## src/design/dxt1_pkg.sv

```systemverilog
`timescale 1ns / 1ps
`default_nettype none
// ----------------------------------------------------------------------------
// dxt1_pkg
// Shared widths, colour types and constants for the BC1 block decoder.
// ----------------------------------------------------------------------------
package dxt1_pkg;

	localparam int unsigned BlockWidth = 64;
	localparam int unsigned PixelWidth = 32;
	localparam int unsigned IndexWidth = 32;

	// alpha byte forced on every decoded pixel
	localparam logic [7:0] OpaqueAlpha = 8'hFF;

	// x / 3 == (x * 683) >> 11 for every x below 2048
	localparam logic [9:0] Recip3      = 10'd683;
	localparam int unsigned Recip3Shift = 11;

	typedef struct packed {
		logic [7:0] b;
		logic [7:0] g;
		logic [7:0] r;
	} rgb_t;

	typedef struct packed {
		logic [9:0] b;
		logic [9:0] g;
		logic [9:0] r;
	} wsum_t;

endpackage
`default_nettype wire

```

## src/design/dxt1_in_if.sv

```systemverilog
`timescale 1ns / 1ps
`default_nettype none
// ----------------------------------------------------------------------------
// dxt1_in_if
// Valid/ready channel carrying one compressed 64-bit block per transaction.
// ----------------------------------------------------------------------------
interface dxt1_in_if
	import dxt1_pkg::*;
();
	logic                  valid;
	logic                  ready;
	logic [BlockWidth-1:0] block_word;

	modport source (output valid, output block_word, input ready);
	modport sink   (input valid, input block_word, output ready);
endinterface
`default_nettype wire

```

## src/design/dxt1_out_if.sv

```systemverilog
`timescale 1ns / 1ps
`default_nettype none
// ----------------------------------------------------------------------------
// dxt1_out_if
// Valid/ready channel carrying one decoded row of four pixels per transaction.
// ----------------------------------------------------------------------------
interface dxt1_out_if
	import dxt1_pkg::*;
();
	logic                  valid;
	logic                  ready;
	logic [1:0]            row_number;
	logic [PixelWidth-1:0] pixel_col0;
	logic [PixelWidth-1:0] pixel_col1;
	logic [PixelWidth-1:0] pixel_col2;
	logic [PixelWidth-1:0] pixel_col3;
	logic                  last_row;

	modport source (output valid, output row_number, output pixel_col0, output pixel_col1,
		output pixel_col2, output pixel_col3, output last_row, input ready);
	modport sink   (input valid, input row_number, input pixel_col0, input pixel_col1,
		input pixel_col2, input pixel_col3, input last_row, output ready);
endinterface
`default_nettype wire

```

## src/design/dxt1_block_decoder.sv

```systemverilog
`timescale 1ns / 1ps
`default_nettype none
// ----------------------------------------------------------------------------
// dxt1_block_decoder
// BC1 (RGB) block decoder: one 64-bit block in, four rows of RGBA8888 out.
// ----------------------------------------------------------------------------
// Each accepted block passes three register stages (widen and compare, weighted
// sums, divide by three through a reciprocal multiply) and is then held in the
// output register, which sends one row of four pixels per transaction, rows 0
// to 3 in order, one row per cycle while the row side is ready; the next block
// loads into the output register as the last row of the current one is taken.
// The input keeps accepting while rows are still being delivered, up to three
// blocks in flight behind the output, and back-pressure from the row side
// stalls every stage without losing or repeating data.
module dxt1_block_decoder
	import dxt1_pkg::*;
(
	input  wire         clk,
	input  wire         arst_n,
	dxt1_in_if.sink     blocks,
	dxt1_out_if.source  rows
);

	function automatic rgb_t widen565(input logic [15:0] c);
		rgb_t w;
		w.r = {c[15:11], c[15:13]};
		w.g = {c[10:5], c[10:9]};
		w.b = {c[4:0], c[4:2]};
		return w;
	endfunction

	// 2*a + b per channel
	function automatic wsum_t wsum(input rgb_t a, input rgb_t b);
		wsum_t s;
		s.r = {1'b0, a.r, 1'b0} + {2'b00, b.r};
		s.g = {1'b0, a.g, 1'b0} + {2'b00, b.g};
		s.b = {1'b0, a.b, 1'b0} + {2'b00, b.b};
		return s;
	endfunction

	function automatic logic [7:0] mid8(input logic [7:0] a, input logic [7:0] b);
		logic [8:0] s;
		s = {1'b0, a} + {1'b0, b};
		return s[8:1];
	endfunction

	function automatic logic [7:0] div3(input logic [9:0] t);
		logic [19:0] p;
		p = t * Recip3;
		return p[Recip3Shift +: 8];
	endfunction

	function automatic rgb_t pick(input logic [1:0] code, input rgb_t p0, input rgb_t p1,
		input rgb_t p2, input rgb_t p3);
		rgb_t c;
		case (code)
			2'd0:    c = p0;
			2'd1:    c = p1;
			2'd2:    c = p2;
			default: c = p3;
		endcase
		return c;
	endfunction

	// stage 1: widened endpoints
	logic                  v_s1;
	rgb_t                  c0_s1, c1_s1;
	logic                  gt_s1;
	logic [IndexWidth-1:0] idx_s1;

	// stage 2: weighted sums and midpoint
	logic                  v_s2;
	rgb_t                  c0_s2, c1_s2, mid_s2;
	wsum_t                 t2_s2, t3_s2;
	logic                  gt_s2;
	logic [IndexWidth-1:0] idx_s2;

	// stage 3: thirds
	logic                  v_s3;
	rgb_t                  c0_s3, c1_s3, mid_s3, q2_s3, q3_s3;
	logic                  gt_s3;
	logic [IndexWidth-1:0] idx_s3;

	// output register: palette of the block being sent
	logic                  out_v_q;
	logic [1:0]            row_q;
	rgb_t                  pal0_q, pal1_q, pal2_q, pal3_q;
	logic [IndexWidth-1:0] idx_q;

	logic out_load, rdy3, rdy2, rdy1;

	assign out_load     = v_s3 && (!out_v_q || (rows.ready && row_q == 2'd3));
	assign rdy3         = !v_s3 || out_load;
	assign rdy2         = !v_s2 || rdy3;
	assign rdy1         = !v_s1 || rdy2;
	assign blocks.ready = rdy1;

	always_ff @(posedge clk or negedge arst_n) begin
		if (!arst_n) begin
			v_s1 <= 1'b0;
			v_s2 <= 1'b0;
			v_s3 <= 1'b0;
		end else begin
			if (rdy1) v_s1 <= blocks.valid;
			if (rdy2) v_s2 <= v_s1;
			if (rdy3) v_s3 <= v_s2;
		end
	end

	always_ff @(posedge clk) begin
		if (blocks.valid && rdy1) begin
			c0_s1  <= widen565(blocks.block_word[15:0]);
			c1_s1  <= widen565(blocks.block_word[31:16]);
			gt_s1  <= blocks.block_word[15:0] > blocks.block_word[31:16];
			idx_s1 <= blocks.block_word[63:32];
		end
		if (v_s1 && rdy2) begin
			c0_s2    <= c0_s1;
			c1_s2    <= c1_s1;
			t2_s2    <= wsum(c0_s1, c1_s1);
			t3_s2    <= wsum(c1_s1, c0_s1);
			mid_s2.r <= mid8(c0_s1.r, c1_s1.r);
			mid_s2.g <= mid8(c0_s1.g, c1_s1.g);
			mid_s2.b <= mid8(c0_s1.b, c1_s1.b);
			gt_s2    <= gt_s1;
			idx_s2   <= idx_s1;
		end
		if (v_s2 && rdy3) begin
			c0_s3   <= c0_s2;
			c1_s3   <= c1_s2;
			mid_s3  <= mid_s2;
			q2_s3.r <= div3(t2_s2.r);
			q2_s3.g <= div3(t2_s2.g);
			q2_s3.b <= div3(t2_s2.b);
			q3_s3.r <= div3(t3_s2.r);
			q3_s3.g <= div3(t3_s2.g);
			q3_s3.b <= div3(t3_s2.b);
			gt_s3   <= gt_s2;
			idx_s3  <= idx_s2;
		end
		if (out_load) begin
			pal0_q <= c0_s3;
			pal1_q <= c1_s3;
			pal2_q <= gt_s3 ? q2_s3 : mid_s3;
			pal3_q <= gt_s3 ? q3_s3 : '0;
			idx_q  <= idx_s3;
		end
	end

	always_ff @(posedge clk or negedge arst_n) begin
		if (!arst_n) begin
			out_v_q <= 1'b0;
			row_q   <= 2'd0;
		end else if (out_load) begin
			out_v_q <= 1'b1;
			row_q   <= 2'd0;
		end else if (out_v_q && rows.ready) begin
			// drop the block after its last row, else advance
			if (row_q == 2'd3) out_v_q <= 1'b0;
			else row_q <= row_q + 2'd1;
		end
	end

	rgb_t px0, px1, px2, px3;

	always_comb begin
		px0 = pick(idx_q[{row_q, 3'd0} +: 2], pal0_q, pal1_q, pal2_q, pal3_q);
		px1 = pick(idx_q[{row_q, 3'd2} +: 2], pal0_q, pal1_q, pal2_q, pal3_q);
		px2 = pick(idx_q[{row_q, 3'd4} +: 2], pal0_q, pal1_q, pal2_q, pal3_q);
		px3 = pick(idx_q[{row_q, 3'd6} +: 2], pal0_q, pal1_q, pal2_q, pal3_q);
	end

	assign rows.valid      = out_v_q;
	assign rows.row_number = row_q;
	assign rows.last_row   = (row_q == 2'd3);
	assign rows.pixel_col0 = {OpaqueAlpha, px0};
	assign rows.pixel_col1 = {OpaqueAlpha, px1};
	assign rows.pixel_col2 = {OpaqueAlpha, px2};
	assign rows.pixel_col3 = {OpaqueAlpha, px3};

endmodule
`default_nettype wire

```

## src/flat_wrapper.sv

```systemverilog
// flat-port wrapper written by rule: the top's interface ports become plain ports
module dxt1_block_decoder_flat import dxt1_pkg::*;
  (clk, arst_n, blocks_valid, blocks_block_word, blocks_ready, rows_valid, rows_row_number, rows_pixel_col0, rows_pixel_col1, rows_pixel_col2, rows_pixel_col3, rows_last_row, rows_ready);
  dxt1_in_if blocks_i ();
  dxt1_out_if rows_i ();
  input  wire clk;
  input  wire arst_n;
  input wire logic [$bits(blocks_i.valid)-1:0] blocks_valid;
  input wire logic [$bits(blocks_i.block_word)-1:0] blocks_block_word;
  output wire logic [$bits(blocks_i.ready)-1:0] blocks_ready;
  output wire logic [$bits(rows_i.valid)-1:0] rows_valid;
  output wire logic [$bits(rows_i.row_number)-1:0] rows_row_number;
  output wire logic [$bits(rows_i.pixel_col0)-1:0] rows_pixel_col0;
  output wire logic [$bits(rows_i.pixel_col1)-1:0] rows_pixel_col1;
  output wire logic [$bits(rows_i.pixel_col2)-1:0] rows_pixel_col2;
  output wire logic [$bits(rows_i.pixel_col3)-1:0] rows_pixel_col3;
  output wire logic [$bits(rows_i.last_row)-1:0] rows_last_row;
  input wire logic [$bits(rows_i.ready)-1:0] rows_ready;
  assign blocks_i.valid = blocks_valid;
  assign blocks_i.block_word = blocks_block_word;
  assign blocks_ready = blocks_i.ready;
  assign rows_valid = rows_i.valid;
  assign rows_row_number = rows_i.row_number;
  assign rows_pixel_col0 = rows_i.pixel_col0;
  assign rows_pixel_col1 = rows_i.pixel_col1;
  assign rows_pixel_col2 = rows_i.pixel_col2;
  assign rows_pixel_col3 = rows_i.pixel_col3;
  assign rows_last_row = rows_i.last_row;
  assign rows_i.ready = rows_ready;
  dxt1_block_decoder u_core (.clk(clk), .arst_n(arst_n), .blocks(blocks_i), .rows(rows_i));
endmodule
```

## config.mk

```make
export PLATFORM = sky130hd
export DESIGN_NAME = dxt1_block_decoder_flat
export DESIGN_NICKNAME = d
export VERILOG_FILES = /design/src/design/dxt1_pkg.sv /design/src/design/dxt1_in_if.sv /design/src/design/dxt1_out_if.sv /design/src/design/dxt1_block_decoder.sv /design/src/flat_wrapper.sv
export SDC_FILE = /design/constraint.sdc
export NUM_CORES = 1
export LEC_CHECK = 0
export BUFFER_PORTS_ARGS = -buffer_cell sky130_fd_sc_hd__clkbuf_2
export CORE_MARGIN = 10
export CORE_UTILIZATION = 35
export CTS_CLUSTER_DIAMETER = 50
export DETAILED_ROUTE_END_ITERATION = 8
export GPL_TIMING_DRIVEN = 0
export SYNTH_ARGS = -nofsm -noshare
export SYNTH_HDL_FRONTEND = slang
export SYNTH_SLANG_ARGS = --single-unit
```

## constraint.sdc

```tcl
create_clock -name clk -period 7.5 [get_ports clk]
set_input_delay 0.75 -clock clk [delete_from_list [all_inputs] [get_ports clk]]
set_output_delay 0.75 -clock clk [all_outputs]
set_load 0.02 [all_outputs]
```

After elaboration in Yosys (flattened, before gate mapping)
Index checks and enable logic that the tools add are counted.

operators by class
  add/sub/neg operators = 10
  multipliers = 6
  div/mod/pow operators = 0
  $lt $le $gt $ge = 1
  equality and inequality tests = 10
  shifts and indexed selects = 4
  muxes and demuxes = 11
  bitwise logic cells = 0
  reductions and logical operators = 22

operators by type and width
  kind                                                 number
  one-hot mux 24 bit (3 select lines)                  4
  variable part select 32 x 6 -> 2 bit                 4
  multiplier 10 x 10 -> 19 bit, second input constant  6
  adder 9 x 8 -> 10 bit                                6
  adder 8 x 8 -> 9 bit                                 3
  two-way mux 24 bit                                   1
  greater-than comparator 16 bit                       1
  == test 2 bit, second input constant                 5
  == test 2 x 1 -> 1 bit, second input constant        4
  logical NOT 2 bit                                    4
  logical AND 1 bit                                    6
  two-way mux 2 bit                                    3
  logical NOT 1 bit                                    4
  logical OR 1 bit                                     4
  AND reduction 2 bit                                  2
  nonzero test 2 bit                                   2
  two-way mux 1 bit                                    3
  adder 2 x 1 -> 2 bit, second input constant          1
  != test 2 x 1 -> 1 bit, second input constant        1

storage, ports and cells
  flip-flop bits (word level) = 533
  latch bits = 0
  memory bits (writable) = 0
  bits in read-only memories = 0
  input port bits = 68
  output and inout port bits = 133
  word-level logic and storage cells = 124
  memories = 0

Longest topological paths before layout
  depth in word-level cells = 8
  depth in mapped cells = 17
  mapped depth without buffers = 17

Worst setup path before layout
OpenSTA, ideal clock, no wires.

  path type = flip-flop to flip-flop
  from = register u_core.row_q[0] (netlist: u_core.rows.row_number[0])
  to = register u_core.idx_q[0], enable pin
  setup time = 595 ps
  arrival time = 5,969 ps
  required time = 6,905 ps
  setup slack = 936 ps
  stages on the path, launching flop included = 4
  buffers on the path = 0
  clock period less this slack = 6,564 ps
  path through = dfrtp_1 > ha_1 > a21boi_0 > nor2b_1

between the ends
  longest elaborated chain between the ends = 4

RTL lines
  element                 RTL line                   text
  start, declared         dxt1_block_decoder.sv:86   logic [1:0] row_q;
  start signal, assigned  dxt1_block_decoder.sv:160  else row_q <= row_q + 2'd1;
  == test 2 bit           -
  via rows_last_row       flat_wrapper.sv:17         output wire logic [$bits(rows_i.last_row)-1:0] rows_last_row;
  logical AND 1 bit       dxt1_block_decoder.sv:92   assign out_load = v_s3 && (!out_v_q || (rows.ready && row_q == 2'd3));
  logical OR 1 bit        dxt1_block_decoder.sv:92
  logical AND 1 bit       dxt1_block_decoder.sv:92
  via u_core.out_load     dxt1_block_decoder.sv:90   logic out_load, rdy3, rdy2, rdy1;
  end signal, assigned    dxt1_block_decoder.sv:146  idx_q <= idx_s3;
  end, declared           dxt1_block_decoder.sv:88   logic [IndexWidth-1:0] idx_q;

The timed path passes the listed nets, and every way through them passes these cells.
A chain may end at the register's enable or synchronous reset.

Worst setup path in the final report
  from = register u_core.t3_s2[27] (netlist bit)
  to = register u_core.q3_s3[23] (netlist bit) (data pin)

between the ends
  longest elaborated chain between the ends = 1

RTL lines
  element                       RTL line                   text
  start, declared               dxt1_block_decoder.sv:74   wsum_t t2_s2, t3_s2;
  start signal, assigned        dxt1_block_decoder.sv:121  t3_s2 <= wsum(c1_s1, c0_s1);
  multiplier 10 x 10 -> 19 bit  dxt1_block_decoder.sv:49   p = t * Recip3;
  end, declared                 dxt1_block_decoder.sv:80   rgb_t c0_s3, c1_s3, mid_s3, q2_s3, q3_s3;

No other way between the ends.

==> flow_summary.json <==
{
  "status": "complete, no violations",
  "setup_tns_ns": 0,
  "pwr_density_cell_nw_per_um2": 443,
  "synth_edf_count": 457,
  "io_pins": 201,
  "yosysUniqueCellTypes": 59,
  "place_ws_ns": 2.55,
  "crit_fanout": 4,
  "cts_tree": "built",
  "cts.sinks": 463,
  "hold_viol": 0,
  "core_area_um2": 83700,
  "maxSlewHeadroom_pct": 43.8,
  "n_fill_cell": 7754,
  "netlist_instances": 2198,
  "whs_ns": 0.309,
  "synth_area_per_cell_um2": 13.4,
  "yosysSeqAreaShare_pct": 47.0,
  "finClkSkew_ns": 0.0210,
  "antenna_found_initial": 4,
  "place_inst": 3539,
  "critPathKind": "flop to flop",
  "clockBufferDepth": 3,
  "die_area_um2": 96400,
  "setup_viol": 0,
  "clkPwrFrac_pct": 17.1,
  "synthFlopType": "edfxtp_1",
  "grt_remaining_overflow": 0,
  "totalWireLength_um": 74900,
  "die_height_um": 310,
  "die_w_um": 310,
  "tightest_slew_ns": 0.842,
  "power_mw": 15.0,
  "drc": 0,
  "row_count": 106,
  "crit_arrival_ns": 5.32,
  "vias": 17873,
  "grt_pass1_wl_um": 113000,
  "hp-class": "input pin to flop",
  "grt_max_degree": 70,
  "cts_made_buffers": 55,
  "avgViaCountPerCell": 4.91,
  "fin_cells": 3643,
  "combPwrFrac_pct": 57.4,
  "cts_setup_buffers": 0,
  "p_sw_share_pct": 43.1,
  "p_leak_nw": 14.6,
  "critPathCaptureType": "flop",
  "grt_util_all_layers_pct": 15.5,
  "p_seq_share_pct": 25.5,
  "wire_per_inst_um": 20.6,
  "cts-root-buf": "clkbuf_16",
  "intPower_mw": 8.55,
  "cap_viol_max_count": 0,
  "startpoint_type": "flop",
  "htreeDepth": 2,
  "clk_pin_slew_worst_paths_ns": 0.06,
  "port_buffers": 168,
  "setup_slack_ns": 2.54,
  "drt.antenna.violating_nets": 0,
  "period_share_pct": 66.2,
  "clk_latency_ns": 0.61,
  "period_needed_ns": 4.96,
  "fmax_mhz": 202,
  "switching_power_mw": 6.47,
  "drt_first_pass_iters": 5,
  "syn_area_um2": 29500,
  "async_flop_share_pct": 1.30,
  "ys.warnings.count": 0,
  "slew_violations": 0,
  "layout-drive-gt1-share_pct": 16.1,
  "rsz0062_at_grt": "false",
  "dpl.hpwl_um": 60000,
  "synth-seq-cells": 463,
  "start_util_pct": 35.3,
  "drtIter0Drc": 1179,
  "ir_drop_mv": 0.215,
  "gp_congestion": 0.888,
  "nNetsFinal": 3079,
  "grt_pass1_vias": 18877,
  "syn_to_final_growth_pct": 14.8,
  "required_ns": 7.86
}
==> layout by cell type, fill, tap and decap left out, types with 38 or more instances in the layout <==
cell type / Yosys / layout
clkbuf_16: 0 / 55
nor2_1: 58 / 58
clkbuf_2: 0 / 168
o21ai_0: 55 / 55
mux4_2: 38 / 38
xnor2_1: 80 / 80
inv_1: 308 / 308
ha_1: 413 / 413
edfxtp_1: 457 / 457
fa_1: 135 / 135
a21oi_1: 135 / 135
mux2i_1: 65 / 65
nand2_1: 47 / 47
==> layer usage <==
metal / GRT usage, % / up-vias / wire length, um
li1: - / 8397 / -
met1: 21.0 / 8831 / 33800
met2: 25.3 / 552 / 34700
met3: 2.85 / 89 / 5090
met4: 3.60 / 4 / 1300
met5: 0 / - / 27
==> power by group through the flow <==
stage / sequential [mW] / clock, mW / combinational [mW]
final: 3.83 / 2.56 / 8.63
after global routing: 3.87 / 2.73 / 9.72
after CTS: 3.84 / 2.62 / 8.70
after detailed placement: 3.89 / 0 / 8.62
after global placement: 3.95 / 0 / 8.41
after floorplan: 3.83 / 0 / 6.09
==> metrics by stage <==
stage                     area, um^2  util (%)
final                          33900      40.5
after global routing           33900      40.5
after CTS                      33900      40.5
after detailed placement       32100      38.4
after global placement         31900      38.1
after floorplan                29600         -
==> sequential cells by signal (all words and copies together) (netlist names), 2 cells and up <==
name and count:
u_core.pal1_q 16, u_core.pal3_q 24, u_core.rows.row_number 2, u_core.idx_s3 32, u_core.c1_s1 16, u_core.idx_q 32
u_core.c1_s3 16, u_core.c0_s1 16, u_core.t3_s2 30, u_core.idx_s2 32, u_core.pal0_q 16, u_core.c0_s2 13
u_core.q2_s3 24, u_core.mid_s3 24, u_core.pal2_q 24, u_core.t2_s2 30, u_core.c0_s3 16, u_core.idx_s1 32
u_core.mid_s2 24, u_core.c1_s2 13, u_core.q3_s3 24
==> logic make-up (layout without fill, tap and decap cells) <==
kind of cell / after synthesis / after routing / share of synthesized area (%)
mux: 129 / 129 / 6.19
other cells: 1 / 36 / 0.0127
compound gates: 329 / 329 / 7.12
simple gates: 243 / 243 / 4.21
buf+inv: 375 / 651 / 5.58
flops: 463 / 463 / 47.0
xor+xnor: 110 / 110 / 3.26
fa+ha+maj: 548 / 548 / 26.6
==> what timing repair did <==
item                                    4_1_cts  5_1_grt
endpoints found under the setup margin        0        0
gates resized for setup                       0        0
endpoints found under the hold margin         6        0
hold buffers                                  1        0
==> Yosys cell counts, drive strengths merged, types with 34 or more instances <==
| master | number | area [um^2] |
|---|---|---|
| a211oi | 34 | 340 |
| a21o | 35 | 263 |
| a21oi | 136 | 684 |
| buf | 54 | 442 |
| edfxtp | 457 | 13700 |
| fa | 135 | 2700 |
| ha | 413 | 5170 |
| inv | 308 | 1160 |
| mux2i | 65 | 651 |
| mux4 | 40 | 908 |
| nand2 | 47 | 176 |
| nor2 | 58 | 218 |
| nor2b | 38 | 238 |
| o21ai | 59 | 295 |
| xnor2 | 80 | 701 |
==> final timing paths <==
check	cells past startpoint	startpoint	end	slack, ns
min reg2reg	0	u_core.c1_s3[13]	u_core.pal1_q[13]	0.41
max in group asynchronous	2	arst_n	u_core.rows.row_number[0]	6.85
max reg2reg	17	u_core.t3_s2[27]	u_core.q3_s3[23]	2.54
min	1	blocks_block_word[47]	u_core.idx_s1[15]	0.31
max	17	u_core.t3_s2[27]	u_core.q3_s3[23]	2.54
min in group asynchronous	2	arst_n	u_core.v_s1	0.49
==> cell type report <==
type                    count  area (um^2)  share of cell area, %
diodes                      4         10.0                 0.0295
plain buffers              67          490                   1.45
clock buffers              64         1410                   4.16
clock inverters            35          349                   1.03
inverters                 308         1160                   3.41
multi-input cells        1391        14100                   41.7
flip-flops and latches    463        13900                   40.9
well taps                1134         1420                   4.19
repair buffers            177         1050                   3.09
==> critical path, stage by stage, from the launching register on <==
cell and delay [ns]:
edfxtp_1 0.50, ha_1 0.35, ha_1 0.29, inv_1 0.06, fa_1 0.54, inv_1 0.05, fa_1 0.52, inv_1 0.06
fa_1 0.50, inv_1 0.05, ha_1 0.33, o21ai_0 0.17, a21oi_1 0.10, o21ai_0 0.16, a21oi_1 0.11, or4_1 0.44
a31oi_1 0.22, xnor2_1 0.26
Note: power is estimated with default switching activity, not from simulation.
